===== src/rtl/staged_pd_position_controller_core_macros.svh =====
// ----------------------------------------------------------------------------
// staged pd position controller assertion macros
// short wrappers for the concurrent checks of the controller core
// ----------------------------------------------------------------------------
`ifndef STAGED_PD_POSITION_CONTROLLER_CORE_MACROS_SVH
`define STAGED_PD_POSITION_CONTROLLER_CORE_MACROS_SVH

// same-cycle implication, disabled in reset
`define SPDC_ASSERT_IMPLY(label, clk, rst, ante, cons) \
   label: assert property (@(posedge clk) disable iff (rst) (ante) |-> (cons)) \
      else $error("spdc check failed: same-cycle implication");

// next-cycle implication, disabled in reset
`define SPDC_ASSERT_NEXT(label, clk, rst, ante, cons) \
   label: assert property (@(posedge clk) disable iff (rst) (ante) |=> (cons)) \
      else $error("spdc check failed: next-cycle implication");

`endif


===== src/rtl/spdc_pkg.sv =====
// ----------------------------------------------------------------------------
// spdc_pkg
// shared types, codes and reset constants of the staged pd position controller
// ----------------------------------------------------------------------------
package spdc_pkg;

   localparam int POS_WIDTH_DEFAULT = 16;

   localparam int GAIN_WIDTH   = 10;
   localparam int COORD_WIDTH  = 16;
   localparam int CAP_WIDTH    = 7;
   localparam int DRIVE_WIDTH  = 8;
   localparam int CSR_ADDR_WIDTH = 3;
   localparam int CSR_DATA_WIDTH = 16;
   localparam int Q_SHIFT      = 8;

   // register reset values
   localparam logic [GAIN_WIDTH-1:0]         PROP_GAIN_RESET   = 10'd218;
   localparam logic [GAIN_WIDTH-1:0]         DERIV_GAIN_RESET  = 10'd77;
   localparam logic signed [COORD_WIDTH-1:0] RAISED_TGT_RESET  = -16'sd400;
   localparam logic signed [COORD_WIDTH-1:0] PLACE_TGT_RESET   = -16'sd4850;
   localparam logic signed [COORD_WIDTH-1:0] FIRST_EDGE_RESET  = -16'sd2000;
   localparam logic signed [COORD_WIDTH-1:0] SECOND_EDGE_RESET = -16'sd3800;
   localparam logic [CAP_WIDTH-1:0]          MIDDLE_CAP_RESET  = 7'd90;
   localparam logic [CAP_WIDTH-1:0]          SLOW_CAP_RESET    = 7'd50;

   localparam logic [CAP_WIDTH-1:0]          CAP_FULL     = 7'd127;
   localparam logic signed [DRIVE_WIDTH-1:0] DEADBAND_HI  = 8'sd10;
   localparam logic signed [DRIVE_WIDTH-1:0] DEADBAND_LO  = -8'sd10;
   localparam logic signed [DRIVE_WIDTH-1:0] JOY_MOST_NEG = -8'sd128;
   localparam logic signed [DRIVE_WIDTH-1:0] DRIVE_MAX    = 8'sd127;

   typedef enum logic [1:0] {
      MODE_LOWERED = 2'd0,
      MODE_RAISED  = 2'd1,
      MODE_HOLD    = 2'd2
   } mode_type;

   typedef enum logic [CSR_ADDR_WIDTH-1:0] {
      REG_PROP_GAIN   = 3'd0,
      REG_DERIV_GAIN  = 3'd1,
      REG_RAISED_TGT  = 3'd2,
      REG_PLACE_TGT   = 3'd3,
      REG_FIRST_EDGE  = 3'd4,
      REG_SECOND_EDGE = 3'd5,
      REG_MIDDLE_CAP  = 3'd6,
      REG_SLOW_CAP    = 3'd7
   } reg_index_type;

   // decisions of the target unit handed to the top level
   typedef struct packed {
      mode_type               mode_next;
      logic                   place_next;
      logic                   use_joy;
      logic [CAP_WIDTH-1:0]   cap;
   } ctrl_type;

endpackage


===== src/rtl/spdc_target.sv =====
// ----------------------------------------------------------------------------
// spdc_target
// mode sequencing, target selection, staged speed cap and placing end
// ----------------------------------------------------------------------------
module spdc_target #(
   parameter int POS_WIDTH = spdc_pkg::POS_WIDTH_DEFAULT
) (
   input  logic signed [POS_WIDTH-1:0]               position,
   input  logic signed [spdc_pkg::DRIVE_WIDTH-1:0]   joystick,
   input  logic                                      limit_pressed,
   input  logic                                      toggle_pressed,
   input  logic                                      place_held,
   input  spdc_pkg::mode_type                        mode,
   input  logic                                      place_active,
   input  logic signed [spdc_pkg::COORD_WIDTH-1:0]   raised_target,
   input  logic signed [spdc_pkg::COORD_WIDTH-1:0]   place_target,
   input  logic signed [spdc_pkg::COORD_WIDTH-1:0]   first_stage_edge,
   input  logic signed [spdc_pkg::COORD_WIDTH-1:0]   second_stage_edge,
   input  logic [spdc_pkg::CAP_WIDTH-1:0]            middle_cap,
   input  logic [spdc_pkg::CAP_WIDTH-1:0]            slow_cap,
   output logic signed [((POS_WIDTH > spdc_pkg::COORD_WIDTH) ? POS_WIDTH :
                         spdc_pkg::COORD_WIDTH)-1:0] pd_target,
   output logic signed [spdc_pkg::COORD_WIDTH-1:0]   final_target,
   output logic signed [spdc_pkg::DRIVE_WIDTH-1:0]   joy_drive,
   output spdc_pkg::ctrl_type                        ctrl
);
   localparam int TW = (POS_WIDTH > spdc_pkg::COORD_WIDTH) ? POS_WIDTH :
                       spdc_pkg::COORD_WIDTH;

   logic signed [TW-1:0] pos_ext, rt_ext, pt_ext, e1_ext, e2_ext;
   logic signed [TW-1:0] tgt_mode, tgt_place, tgt_joy, eff_pos, tgt_end;
   spdc_pkg::mode_type   mode_tog, mode_place, mode_end;
   logic                 place_set, place_end, joy_in_band;
   logic [spdc_pkg::CAP_WIDTH-1:0] cap_sel;
   logic                 use_joy;

   assign pos_ext = TW'(position);
   assign rt_ext  = TW'(raised_target);
   assign pt_ext  = TW'(place_target);
   assign e1_ext  = TW'(first_stage_edge);
   assign e2_ext  = TW'(second_stage_edge);

   // toggle first, then the target the mode asks for
   always_comb begin
      case (mode)
         spdc_pkg::MODE_LOWERED: begin
            mode_tog = toggle_pressed ? spdc_pkg::MODE_RAISED : spdc_pkg::MODE_LOWERED;
         end
         default: begin
            mode_tog = toggle_pressed ? spdc_pkg::MODE_LOWERED : mode;
         end
      endcase
      case (mode_tog)
         spdc_pkg::MODE_LOWERED: tgt_mode = '0;
         spdc_pkg::MODE_RAISED:  tgt_mode = rt_ext;
         default:                tgt_mode = pos_ext;
      endcase
   end

   // place button overrides mode and target
   always_comb begin
      if (place_held) begin
         place_set  = 1'b1;
         mode_place = spdc_pkg::MODE_HOLD;
         tgt_place  = pt_ext;
      end else begin
         place_set  = place_active;
         mode_place = mode_tog;
         tgt_place  = tgt_mode;
      end
   end

   // staged speed cap while placing
   always_comb begin
      if (place_set && pos_ext >= e1_ext) begin
         cap_sel = spdc_pkg::CAP_FULL;
      end else if (place_set && pos_ext < e1_ext && pos_ext > e2_ext) begin
         cap_sel = middle_cap;
      end else if (place_set && pos_ext < e2_ext && pos_ext >= pt_ext) begin
         cap_sel = slow_cap;
      end else begin
         cap_sel = spdc_pkg::CAP_FULL;
      end
   end

   // operator override and home limit
   always_comb begin
      joy_in_band = (joystick < spdc_pkg::DEADBAND_HI) && (joystick > spdc_pkg::DEADBAND_LO);
      mode_end    = mode_place;
      if (!limit_pressed) begin
         eff_pos = pos_ext;
         use_joy = !joy_in_band;
         tgt_joy = joy_in_band ? tgt_place : pos_ext;
      end else begin
         eff_pos = '0;
         tgt_joy = '0;
         use_joy = (joystick > spdc_pkg::DEADBAND_HI);
         if (joystick > spdc_pkg::DEADBAND_HI) begin
            mode_end = spdc_pkg::MODE_HOLD;
         end
      end
   end

   // placing ends once below the place target
   always_comb begin
      place_end = (eff_pos < pt_ext);
      tgt_end   = place_end ? eff_pos : tgt_joy;
   end

   assign joy_drive    = (joystick == spdc_pkg::JOY_MOST_NEG) ? spdc_pkg::DRIVE_MAX :
                         -joystick;
   assign pd_target    = tgt_place;
   assign final_target = tgt_end[spdc_pkg::COORD_WIDTH-1:0];
   assign ctrl         = '{mode_next:  mode_end,
                           place_next: place_set && !place_end,
                           use_joy:    use_joy,
                           cap:        cap_sel};

endmodule


===== src/rtl/spdc_pd.sv =====
// ----------------------------------------------------------------------------
// spdc_pd
// pd drive from position error, q8 gains truncated toward zero, clamped to cap
// ----------------------------------------------------------------------------
module spdc_pd #(
   parameter int POS_WIDTH = spdc_pkg::POS_WIDTH_DEFAULT
) (
   input  logic signed [((POS_WIDTH > spdc_pkg::COORD_WIDTH) ? POS_WIDTH :
                         spdc_pkg::COORD_WIDTH)-1:0] target,
   input  logic signed [POS_WIDTH-1:0]               position,
   input  logic signed [((POS_WIDTH > spdc_pkg::COORD_WIDTH) ? POS_WIDTH :
                         spdc_pkg::COORD_WIDTH):0]   prev_error,
   input  logic [spdc_pkg::GAIN_WIDTH-1:0]           prop_gain_q8,
   input  logic [spdc_pkg::GAIN_WIDTH-1:0]           deriv_gain_q8,
   input  logic [spdc_pkg::CAP_WIDTH-1:0]            cap,
   output logic signed [((POS_WIDTH > spdc_pkg::COORD_WIDTH) ? POS_WIDTH :
                         spdc_pkg::COORD_WIDTH):0]   error,
   output logic signed [spdc_pkg::DRIVE_WIDTH-1:0]   pd_drive
);
   localparam int TW  = (POS_WIDTH > spdc_pkg::COORD_WIDTH) ? POS_WIDTH :
                        spdc_pkg::COORD_WIDTH;
   localparam int EW  = TW + 1;
   localparam int DW  = EW + 1;
   localparam int PRW = DW + spdc_pkg::GAIN_WIDTH + 1;

   logic signed [DW-1:0]  diff;
   logic signed [spdc_pkg::GAIN_WIDTH:0] kp, kd;
   logic signed [PRW-1:0] prod_p, prod_d, quot_p, quot_d, sum, cap_pos, cap_neg;
   logic [PRW-1:0]        bias_p, bias_d;

   assign error = EW'(target) - EW'(position);
   assign diff  = DW'(error) - DW'(prev_error);
   assign kp    = $signed({1'b0, prop_gain_q8});
   assign kd    = $signed({1'b0, deriv_gain_q8});

   assign prod_p = PRW'(kp) * PRW'(error);
   assign prod_d = PRW'(kd) * PRW'(diff);

   // add 255 to negatives so the shift rounds toward zero
   assign bias_p = {{(PRW-spdc_pkg::Q_SHIFT){1'b0}}, {spdc_pkg::Q_SHIFT{prod_p[PRW-1]}}};
   assign bias_d = {{(PRW-spdc_pkg::Q_SHIFT){1'b0}}, {spdc_pkg::Q_SHIFT{prod_d[PRW-1]}}};
   assign quot_p = (prod_p + $signed(bias_p)) >>> spdc_pkg::Q_SHIFT;
   assign quot_d = (prod_d + $signed(bias_d)) >>> spdc_pkg::Q_SHIFT;
   assign sum    = quot_p + quot_d;

   assign cap_pos = PRW'($signed({1'b0, cap}));
   assign cap_neg = -cap_pos;

   always_comb begin
      if (sum > cap_pos) begin
         pd_drive = spdc_pkg::DRIVE_WIDTH'(cap_pos);
      end else if (sum < cap_neg) begin
         pd_drive = spdc_pkg::DRIVE_WIDTH'(cap_neg);
      end else begin
         pd_drive = spdc_pkg::DRIVE_WIDTH'(sum);
      end
   end

endmodule


===== src/rtl/staged_pd_position_controller_core.sv =====
// ----------------------------------------------------------------------------
// staged_pd_position_controller_core
// staged pd position controller with output clamp and operator override
// ----------------------------------------------------------------------------
// One control tick goes in per req beat and one result beat comes out per tick,
// in order. A tick is captured in an input register, passes through a single
// combinational pass (mode and target choice, staged cap, two gain products,
// clamp, joystick override) and lands in the result register, where the mode,
// place flag and previous error are updated in the same edge. A tick thus passes
// the input register and then the result register before rsp_tvalid rises. A new
// tick can be taken every cycle while results are drained; while a result waits
// on rsp_tready the input register takes a beat only if it is empty. The pd pass
// is combinational; its longest path is the gain multiply followed by the sum
// and clamp against the cap. Configuration registers are written through the
// csr port and reset to their documented values; the user must write them only
// while the block is idle, and the block itself does not enforce this.
`include "staged_pd_position_controller_core_macros.svh"

module staged_pd_position_controller_core #(
   parameter int POS_WIDTH = spdc_pkg::POS_WIDTH_DEFAULT
) (
   input  logic clock,
   input  logic reset,
   // control tick beat
   input  logic                                 req_tvalid,
   output logic                                 req_tready,
   // position, joystick, limit_pressed, toggle_pressed, place_held (low bit up)
   input  logic [((POS_WIDTH + 11 + 7) / 8) * 8 - 1:0] req_tdata,
   // result beat
   output logic                                 rsp_tvalid,
   input  logic                                 rsp_tready,
   // motor_drive, zero_encoder, current_target, placing (low bit up)
   output logic [31:0]                          rsp_tdata,
   // register write port
   input  logic                                 csr_we,
   input  logic [spdc_pkg::CSR_ADDR_WIDTH-1:0]  csr_addr,
   input  logic [spdc_pkg::CSR_DATA_WIDTH-1:0]  csr_wdata
);
   localparam int TW = (POS_WIDTH > spdc_pkg::COORD_WIDTH) ? POS_WIDTH :
                       spdc_pkg::COORD_WIDTH;
   localparam int EW = TW + 1;
   localparam int JOY_LSB = POS_WIDTH;
   localparam int LIM_BIT = POS_WIDTH + spdc_pkg::DRIVE_WIDTH;

   // configuration registers
   logic [spdc_pkg::GAIN_WIDTH-1:0]         prop_gain_ff, deriv_gain_ff;
   logic signed [spdc_pkg::COORD_WIDTH-1:0] raised_tgt_ff, place_tgt_ff;
   logic signed [spdc_pkg::COORD_WIDTH-1:0] first_edge_ff, second_edge_ff;
   logic [spdc_pkg::CAP_WIDTH-1:0]          middle_cap_ff, slow_cap_ff;

   // input stage
   logic                                    in_valid_ff, in_valid_in;
   logic signed [POS_WIDTH-1:0]             pos_ff;
   logic signed [spdc_pkg::DRIVE_WIDTH-1:0] joy_ff;
   logic                                    lim_ff, tog_ff, plc_ff;

   // controller state
   spdc_pkg::mode_type                      mode_ff;
   logic                                    place_ff;
   logic signed [EW-1:0]                    prev_err_ff;

   // result stage
   logic                                    out_valid_ff, out_valid_in;
   logic signed [spdc_pkg::DRIVE_WIDTH-1:0] drive_ff, drive_in;
   logic                                    zero_ff;
   logic signed [spdc_pkg::COORD_WIDTH-1:0] target_ff;
   logic                                    placing_ff;

   logic                                    req_beat, advance;

   logic signed [TW-1:0]                    pd_target;
   logic signed [spdc_pkg::COORD_WIDTH-1:0] final_target;
   logic signed [spdc_pkg::DRIVE_WIDTH-1:0] joy_drive, pd_drive;
   logic signed [EW-1:0]                    error;
   spdc_pkg::ctrl_type                      ctrl;

   // handshake: the input stage moves on whenever the result register is free
   // or is being drained in the same cycle
   assign advance      = in_valid_ff && (!out_valid_ff || rsp_tready);
   assign req_tready   = !in_valid_ff || advance;
   assign req_beat     = req_tvalid && req_tready;
   assign in_valid_in  = req_beat || (in_valid_ff && !advance);
   assign out_valid_in = advance || (out_valid_ff && !rsp_tready);

   // register writes
   always_ff @(posedge clock) begin
      if (reset) begin
         prop_gain_ff   <= spdc_pkg::PROP_GAIN_RESET;
         deriv_gain_ff  <= spdc_pkg::DERIV_GAIN_RESET;
         raised_tgt_ff  <= spdc_pkg::RAISED_TGT_RESET;
         place_tgt_ff   <= spdc_pkg::PLACE_TGT_RESET;
         first_edge_ff  <= spdc_pkg::FIRST_EDGE_RESET;
         second_edge_ff <= spdc_pkg::SECOND_EDGE_RESET;
         middle_cap_ff  <= spdc_pkg::MIDDLE_CAP_RESET;
         slow_cap_ff    <= spdc_pkg::SLOW_CAP_RESET;
      end else if (csr_we) begin
         case (spdc_pkg::reg_index_type'(csr_addr))
            spdc_pkg::REG_PROP_GAIN:   prop_gain_ff   <= csr_wdata[spdc_pkg::GAIN_WIDTH-1:0];
            spdc_pkg::REG_DERIV_GAIN:  deriv_gain_ff  <= csr_wdata[spdc_pkg::GAIN_WIDTH-1:0];
            spdc_pkg::REG_RAISED_TGT:  raised_tgt_ff  <= $signed(csr_wdata);
            spdc_pkg::REG_PLACE_TGT:   place_tgt_ff   <= $signed(csr_wdata);
            spdc_pkg::REG_FIRST_EDGE:  first_edge_ff  <= $signed(csr_wdata);
            spdc_pkg::REG_SECOND_EDGE: second_edge_ff <= $signed(csr_wdata);
            spdc_pkg::REG_MIDDLE_CAP:  middle_cap_ff  <= csr_wdata[spdc_pkg::CAP_WIDTH-1:0];
            spdc_pkg::REG_SLOW_CAP:    slow_cap_ff    <= csr_wdata[spdc_pkg::CAP_WIDTH-1:0];
            default: ;
         endcase
      end
   end

   // input register: control part
   always_ff @(posedge clock) begin
      if (reset) begin
         in_valid_ff <= 1'b0;
      end else begin
         in_valid_ff <= in_valid_in;
      end
   end

   // input register: tick fields, held while stalled
   always_ff @(posedge clock) begin
      if (req_beat) begin
         pos_ff <= $signed(req_tdata[POS_WIDTH-1:0]);
         joy_ff <= $signed(req_tdata[JOY_LSB +: spdc_pkg::DRIVE_WIDTH]);
         lim_ff <= req_tdata[LIM_BIT];
         tog_ff <= req_tdata[LIM_BIT + 1];
         plc_ff <= req_tdata[LIM_BIT + 2];
      end
   end

   // mode, target, cap and override decisions
   spdc_target #(
      .POS_WIDTH (POS_WIDTH)
   ) u_target (
      .position          (pos_ff),
      .joystick          (joy_ff),
      .limit_pressed     (lim_ff),
      .toggle_pressed    (tog_ff),
      .place_held        (plc_ff),
      .mode              (mode_ff),
      .place_active      (place_ff),
      .raised_target     (raised_tgt_ff),
      .place_target      (place_tgt_ff),
      .first_stage_edge  (first_edge_ff),
      .second_stage_edge (second_edge_ff),
      .middle_cap        (middle_cap_ff),
      .slow_cap          (slow_cap_ff),
      .pd_target         (pd_target),
      .final_target      (final_target),
      .joy_drive         (joy_drive),
      .ctrl              (ctrl)
   );

   // pd term with staged clamp
   spdc_pd #(
      .POS_WIDTH (POS_WIDTH)
   ) u_pd (
      .target        (pd_target),
      .position      (pos_ff),
      .prev_error    (prev_err_ff),
      .prop_gain_q8  (prop_gain_ff),
      .deriv_gain_q8 (deriv_gain_ff),
      .cap           (ctrl.cap),
      .error         (error),
      .pd_drive      (pd_drive)
   );

   // operator stick wins outside the deadband; with a pressed limit only when pushed above it
   assign drive_in = ctrl.use_joy ? joy_drive : pd_drive;

   // controller state moves on with each tick handed to the result register
   always_ff @(posedge clock) begin
      if (reset) begin
         mode_ff     <= spdc_pkg::MODE_LOWERED;
         place_ff    <= 1'b0;
         prev_err_ff <= '0;
      end else if (advance) begin
         mode_ff     <= ctrl.mode_next;
         place_ff    <= ctrl.place_next;
         prev_err_ff <= error;
      end
   end

   // result register: control part
   always_ff @(posedge clock) begin
      if (reset) begin
         out_valid_ff <= 1'b0;
      end else begin
         out_valid_ff <= out_valid_in;
      end
   end

   // result register: fields
   always_ff @(posedge clock) begin
      if (advance) begin
         drive_ff   <= drive_in;
         zero_ff    <= lim_ff;
         target_ff  <= final_target;
         placing_ff <= ctrl.place_next;
      end
   end

   assign rsp_tvalid = out_valid_ff;
   assign rsp_tdata  = {6'd0, placing_ff, target_ff, zero_ff, drive_ff};

   // a stalled tick stays in the input register
   `SPDC_ASSERT_NEXT(a_in_hold, clock, reset, in_valid_ff && !advance, in_valid_ff && $stable(pos_ff))
   // every tick handed on shows up as a result beat
   `SPDC_ASSERT_NEXT(a_out_load, clock, reset, advance, out_valid_ff)
   // state only moves when a tick is handed on
   `SPDC_ASSERT_NEXT(a_state_hold, clock, reset, !advance, $stable(prev_err_ff) && $stable(mode_ff))
   // a pressed limit always leaves the target at home
   `SPDC_ASSERT_IMPLY(a_home_target, clock, reset, out_valid_ff && zero_ff, target_ff == 16'sd0)

endmodule

===== config.mk =====
export PLATFORM = sky130hd
export DESIGN_NAME = staged_pd_position_controller_core
export DESIGN_NICKNAME = d
export VERILOG_FILES = /design/src/rtl/spdc_pkg.sv /design/src/rtl/spdc_target.sv /design/src/rtl/spdc_pd.sv /design/src/rtl/staged_pd_position_controller_core.sv
export VERILOG_INCLUDE_DIRS = /design/src /design/src/rtl
export SDC_FILE = /design/constraint.sdc
export NUM_CORES = 2
export LEC_CHECK = 0
export ABC_AREA = 0
export ABC_CLOCK_PERIOD_IN_PS = 16800
export BUFFER_PORTS_ARGS = -buffer_cell sky130_fd_sc_hd__clkbuf_2
export CORE_AREA = 2 2 237 239
export CTS_CLUSTER_DIAMETER = 80
export DETAILED_ROUTE_END_ITERATION = 16
export DIE_AREA = 0 0 239 241
export PLACE_DENSITY = 0.7
export SLEW_MARGIN = 15
export SYNTH_ARGS = -nofsm -noshare
export SYNTH_HDL_FRONTEND = slang
export SYNTH_SLANG_ARGS = --single-unit

===== constraint.sdc =====
create_clock -name clock -period 16.8 [get_ports clock]
set_input_delay 0.84 -clock clock [delete_from_list [all_inputs] [get_ports clock]]
set_output_delay 0.84 -clock clock [all_outputs]
set_load 0.02 [all_outputs]

After elaboration in Yosys (flattened, before gate mapping)
Cells that the tools add are included.
Widths: inputs -> output; s select.
{"block": "op_classes", "n_addsub": 7, "multipliers": 2, "magnitude_cmp": 11, "n_eq_ne": 9, "mux": 21, "n_reduce_logical": 32}
{"op": "$mux 16", "count": 5}
{"op": "$lt 16x16->1", "count": 3}
{"op": "$ge 16x16->1", "count": 2}
{"op": "$mux 8", "count": 4}
{"op": "$pmux 16 s2", "count": 1}
{"op": "$add 28x9->29", "count": 1}
{"op": "$add 29x9->29", "count": 1}
{"op": "$gt 29x8->1", "count": 1}
{"op": "$lt 29x29->1", "count": 1}
{"op": "$mul 11x18->29", "count": 1}
{"op": "$neg 7->29", "count": 1}
{"op": "$mul 11x17->28", "count": 1}
{"op": "$add 21x21->22", "count": 1}
{"op": "$mux 7", "count": 3}
{"op": "$sub 17x17->18", "count": 1}
{"op": "$sub 16x16->17", "count": 1}
{"op": "$gt 16x16->1", "count": 1}
{"op": "$gt 8x5->1 const B", "count": 2}
{"op": "$reduce_and 2->1", "count": 8}
{"op": "$eq 3x3->1 const B", "count": 4}
{"op": "$logic_and 1x1->1", "count": 11}
{"op": "$mux 2", "count": 5}
{"op": "$eq 8x8->1 const B", "count": 1}
{"op": "$lt 8x5->1 const B", "count": 1}
{"op": "9 further kinds", "count": 21}
{"block": "word_totals", "regBits": 173, "in_bits": 56, "out_inout_bits": 34, "word_cells": 104}

Logic depth before layout (Yosys ltp)
{"block": "depth", "word_depth": 14, "depth_mapped": 70, "mapped_depth_nobuf": 67}

Modules after synthesis
Synthesis repeated with hierarchy kept, for this count alone.
{"block": "hier_totals", "cells_unflattened": 3155, "hier_area_um2": 27202.3}
{"module": "spdc_pd", "n_inst": 1, "cells_each": 2251, "area_per_inst_um2": 18398.9, "seq_area_each_um2": 0.0}
{"module": "staged_pd_position_controller_core", "n_inst": 1, "cells_each": 549, "area_per_inst_um2": 6203.4, "seq_area_each_um2": 3993.8}
{"module": "spdc_target", "n_inst": 1, "cells_each": 355, "area_per_inst_um2": 2600.0, "seq_area_each_um2": 0.0}

Least setup slack after synthesis
Ideal clock, no wire load.
{"block": "synth_path", "kind": "register -> register", "from": "register tog_ff", "to": "register drive_ff[7] (netlist name), data pin", "setup_time_ns": 0.256, "arrival_ns": 14.071, "required_time_ns": 16.544, "setup_slack_ns": 2.472, "stages_incl_launch_ff": 67, "n_path_buf": 4, "period_less_slack_ns": 14.328, "path_cell_list": "edfxtp_1 xnor2_1 nor2_1 clkbuf_1 a22oi_1 nor2_1 a21oi_1 fa_1 nor2b_1 o21ai_0 a21boi_0 o21ai_0 a21boi_0 o2111ai_1 nand3_1 nand3_1 o211ai_1 o22ai_1 [31 not listed] a211o_1 a21oi_2 a221o_1 o21ai_1 a311o_1 and2_1 o41a_4 clkinv_2 ha_1 a21o_1 a21oi_1 o21ai_0 a2111o_1 o22ai_1 maj3_4 buf_6 mux2i_1 a22o_1"}
{"block": "synth_via", "elab_chain_cells": 14, "elab_cells_between_ends": 19, "classes_between": "5 x add/sub; 2 x mul; 2 x order compare; 1 x eq/ne; 8 x mux; 1 x reduce/logical"}
{"item": "start, declared", "line": "staged_pd_position_controller_core.sv:55", "source": "logic lim_ff, tog_ff, plc_ff;"}
{"item": "start signal, assigned", "line": "staged_pd_position_controller_core.sv:126", "source": "tog_ff <= req_tdata[LIM_BIT + 1];"}
{"item": "$mux 2 or $mux 1 (tied branches)", "line": "spdc_target.sv:50, spdc_target.sv:47"}
{"item": "$mux 2 *", "line": "spdc_target.sv:45", "source": "case (mode)"}
{"item": "$eq 2x1->1 or $logic_not 2->1 (tied branches)", "line": "spdc_target.sv:53", "source": "case (mode_tog)"}
{"item": "$pmux 16 s2 *", "line": "spdc_target.sv:53"}
{"item": "$mux 16 *", "line": "spdc_target.sv:62", "source": "if (place_held) begin"}
{"item": "$sub 16x16->17 *", "line": "spdc_pd.sv:31", "source": "assign error = EW'(target) - EW'(position);"}
{"item": "named net error[16]", "line": "staged_pd_position_controller_core.sv:74", "source": "logic signed [EW-1:0] error;"}
{"item": "$sub 17x17->18", "line": "spdc_pd.sv:32", "source": "assign diff = DW'(error) - DW'(prev_error);"}
{"item": "$mul 11x18->29", "line": "spdc_pd.sv:37", "source": "assign prod_d = PRW'(kd) * PRW'(diff);"}
{"item": "$add 29x9->29", "line": "spdc_pd.sv:43", "source": "assign quot_d = (prod_d + $signed(bias_d)) >>> spdc_pkg::Q_SHIFT;"}
{"item": "$add 21x21->22 *", "line": "spdc_pd.sv:44", "source": "assign sum = quot_p + quot_d;"}
{"item": "$lt 29x29->1", "line": "spdc_pd.sv:52", "source": "end else if (sum < cap_neg) begin"}
{"item": "$mux 8", "line": "spdc_pd.sv:52"}
{"item": "$mux 8 *", "line": "spdc_pd.sv:50", "source": "if (sum > cap_pos) begin"}
{"item": "$mux 8 *", "line": "staged_pd_position_controller_core.sv:169", "source": "assign drive_in = ctrl.use_joy ? joy_drive : pd_drive;"}
{"item": "named net drive_in, one bit", "line": "staged_pd_position_controller_core.sv:64", "source": "logic signed [spdc_pkg::DRIVE_WIDTH-1:0] drive_ff, drive_in;"}
{"item": "end signal, assigned", "line": "staged_pd_position_controller_core.sv:196", "source": "drive_ff <= drive_in;"}
{"item": "end, declared", "line": "staged_pd_position_controller_core.sv:64"}
Mark *: on every way through the listed nets, which the timed path passes. The rest lies on a longest branch.
A chain may end at the register's enable or synchronous reset.

Worst setup path in the final report
{"block": "layout_path", "from": "register tog_ff", "to": "register drive_ff[4] (netlist name), data pin"}
{"block": "layout_via", "elab_chain_cells": 14, "elab_cells_between_ends": 19, "classes_between": "5 x add/sub; 2 x mul; 2 x order compare; 1 x eq/ne; 8 x mux; 1 x reduce/logical"}
{"item": "$mux 2 or $mux 1 (tied branches)", "line": "spdc_target.sv:50, spdc_target.sv:47"}
{"item": "$mux 2 *", "line": "spdc_target.sv:45"}
{"item": "$eq 2x1->1 or $logic_not 2->1 (tied branches)", "line": "spdc_target.sv:53"}
{"item": "$pmux 16 s2 *", "line": "spdc_target.sv:53"}
{"item": "$mux 16 *", "line": "spdc_target.sv:62"}
{"item": "$sub 16x16->17 *", "line": "spdc_pd.sv:31"}
{"item": "$sub 17x17->18", "line": "spdc_pd.sv:32"}
{"item": "$mul 11x18->29", "line": "spdc_pd.sv:37"}
{"item": "$add 29x9->29", "line": "spdc_pd.sv:43"}
{"item": "$add 21x21->22 *", "line": "spdc_pd.sv:44"}
{"item": "$lt 29x29->1", "line": "spdc_pd.sv:52"}
{"item": "$mux 8", "line": "spdc_pd.sv:52"}
{"item": "$mux 8 *", "line": "spdc_pd.sv:50"}
{"item": "$mux 8 *", "line": "staged_pd_position_controller_core.sv:169"}
{"item": "named net drive_in, one bit", "line": "staged_pd_position_controller_core.sv:64"}
Marks and branches as above.

==> results.md <==
* Register area share after synthesis at roughly 15%
* Clk_skew at between 0.03 and 0.04 ns
* H-tree level count at 4
* Flop2flop setup slack at about 1.2 ns
* 1st-iter DRT viols at 1,537
* HP Start: first_edge_ff[8]
* Crit-path max FO at 14
* Setup Crit Path Kind: reg2reg
* Top cells by count, synth: inv_1 (477), nand2_1 (441), fa_1 (307), ha_1 (297), nor2_1 (178)
* Initial Util at between 40 and 50%
* Vias per cell at ~5.5
* Die span in y at ~240 um
* Predominant post-synthesis flop cell: dfxtp_1
* Share of cells above drive strength 1 at a little under 7%
* Outcome: completed
* Detail Placement HPWL at around 56 mm
* Vias in the first global route at 21.6k
* Net total in the final layout at a little under 4k
* DRT Wirelength at 69.2 mm
* Fill count at about 5.2k
* Crit. End Element: flop
* Area leader, netlist: fa_1
* Final hold violations at 0
* Final ANT Viol Nets at 0
* Layout area overhead at 6.40%
* Clock Sinks at 173
* Critical Path RT at between 15 and 20 ns
* Residual DRC at 0
* #FFs+latches synth at 173
* Setup Buffers After CTS at 0
* GRT Residual Overflow at 0
* # port buffers at a little under 80
* CTS Buf Count at 17
* Tot GR Track Use at approximately a quarter
* CP Launch Type: flop
* Slowest stage cell, crit path: fa_1
* Warnings, synthesis at 0
* Clock transition at path regs at approximately 0.070 ns
* Maxcap violations at 0
* Yosys top cell area share at a little under a quarter
* Clk root buf: clkbuf_16
* CP arrival at approximately 16 ns
* Largest net degree at the start of global routing at around 100
* Worst reg-to-reg path cell count at between 60 and 70
* Worst hold endpoint: first_edge_ff[8]
* Antenna violations before repair at 0
* Ys async rst share at 0%
* Row count at 86
* Area of the mapped netlist at roughly 27,000 sq um
* Mapped Cells at approximately 3.2k
* Top post-synthesis cells by area: fa_1 (23%), ha_1 (14%), dfxtp_1 (9.0%)
* Most frequent cell after synthesis: inv_1
* First-pass iteration count of the detailed router at 6
* RSZ-0062 raised after global routing: no
* CTS tree: built
* Sum Neg Setup Slack at 0 ns
* Post-route minimum period at approximately 16 ns
* Max Fclk at roughly 64 MHz
* CTS-repair resized insts at 0
* Critical path's largest stage delay at 0.64 ns
* Final Max Tran Viols at 0
* Syn_area_per_cell at around 8.4 sq um
* Global placement routability congestion at slightly above 0.9
* Synth unique cells at 94
* Die area at 57,600 sq um
* Number of synthesized flops with an enable pin at 53
* I/O pin count at 90
* Final setup fails at 0
* Period utilization at ~93%
* Hold Crit Class: reg2reg
* Reg-to-reg endpoint: drive_ff[4]
* Hold path depth at 2
* Worst-case clock buffer depth at 2
* Core Region at roughly 55,000 sq um
* Tightest Pin Transition at between 1 and 1.5 ns
* Die Wd at 239 um
* Worst-Skew Late Latency at approximately 0.5 ns
* Worst r2r src: tog_ff
* Total vias in the final route at approximately 22k
* Max-Slew Margin vs Limit at 25.1%
* Hold-fix buffers at CTS at 0
* Drt wl/cell at 17.7 um
* First-pass GRT wire length at approximately 110 mm
worst max-delay path: cells and delay by family, from the launching register on:
kind / cells / cell delay (ns)
AO/OA/AOI/OAI: 32 / 6.96
XOR/XNOR: 3 / 0.47
adder cells (fa/ha/maj): 11 / 4.55
buffers and inverters: 3 / 0.37
flip-flops: 1 / 0.46
multiplexers: 1 / 0.15
AND/OR/NAND/NOR: 12 / 2.43
per-layer routing:
metal / vias to the layer above / GRT usage [%] / part of all wire (%)
met2: 575 / 43.3 / 48
met5: - / 0 / 0
met4: 0 / 8.84 / 3.6
li1: 10400 / - / -
met1: 10500 / 32.3 / 44
met3: 129 / 2.44 / 4.9
registers in the layout, indices dropped and copies added (netlist names), 2 cells and up:
name,cells
deriv_gain_ff,10
drive_ff,8
first_edge_ff,16
joy_ff,8
middle_cap_ff,7
mode_ff,2
place_tgt_ff,16
pos_ff,16
prev_err_ff,17
prop_gain_ff,10
raised_tgt_ff,16
second_edge_ff,16
slow_cap_ff,7
target_ff,16
metrics by stage:
step	setup slack (ns)	hold WS, ns	std cells	utilization [%]	instance area [sq um]
after floorplan	2.47	0.436	3180	-	26700
after global placement	0.922	0.442	3874	50.6	27800
after detailed placement	0.767	0.448	3874	50.6	27800
after CTS	0.668	0.458	3906	51.7	28400
after global routing	0.0405	0.477	3906	51.8	28400
final	1.16	0.457	3907	51.8	28400
cell families (layout without fill, tap and decap cells):
logic type,count (synthesis),count (layout),share of synthesized area [%]
xor+xnor,157,157,5.15
other cells,1,7,0.0140
flops,173,173,15.0
simple gates,1079,1079,19.7
compound gates,531,531,13.5
fa+ha+maj,605,605,37.0
buf+inv,605,627,8.74
mux,24,24,0.932
worst max path at each step:
stage / start / end / slack [ns] / cells past startpoint
finish: tog_ff / drive_ff[4] / 1.16 / 62
global route: tog_ff / drive_ff[3] / 0.04 / 64
CTS: tog_ff / drive_ff[3] / 0.67 / 63
detailed placement: tog_ff / drive_ff[3] / 0.77 / 63
global placement: tog_ff / drive_ff[3] / 0.92 / 63
floorplan: tog_ff / drive_ff[7] / 2.47 / 66
cell usage in the layout (no fill, tap or decap), types with 15 or more instances in the layout:
master	netlist	layout
ha_1	297	297
fa_1	307	307
and2_1	162	161
edfxtp_1	53	53
a31oi_1	28	28
inv_1	477	476
nand2b_1	26	26
clkbuf_2	5	77
o21ai_0	64	64
a22oi_1	15	15
or2_2	19	19
mux2i_1	21	21
a211oi_1	19	19
dfxtp_1	120	120
nor3_1	43	41
nand2_1	441	441
a211o_1	31	31
xor2_1	56	55
a21oi_1	156	156
clkbuf_16	0	18
nand3_1	35	35
nand4_1	21	21
o21a_1	27	27
a21o_1	37	37
nor2b_1	62	61
nand3b_1	28	28
xnor2_1	101	98
nor2_1	178	176
o21bai_1	28	28
buf_4	9	39
final cells by class:
class / instances / area [sq um] / share of cell area [%]
repair buffers: 116 / 678 / 2.39
inverters: 479 / 1800 / 6.33
diodes: 1 / 2.50 / 0.00881
clock inverters: 14 / 140 / 0.493
well taps: 704 / 881 / 3.10
clock buffers: 18 / 450 / 1.59
multi-input cells: 2402 / 20500 / 72.0
flip-flops and latches: 173 / 3990 / 14.1
Power is left out: the tool's default activity adds up to more than one toggle a clock period on the data nets, which glitch-free logic cannot reach.
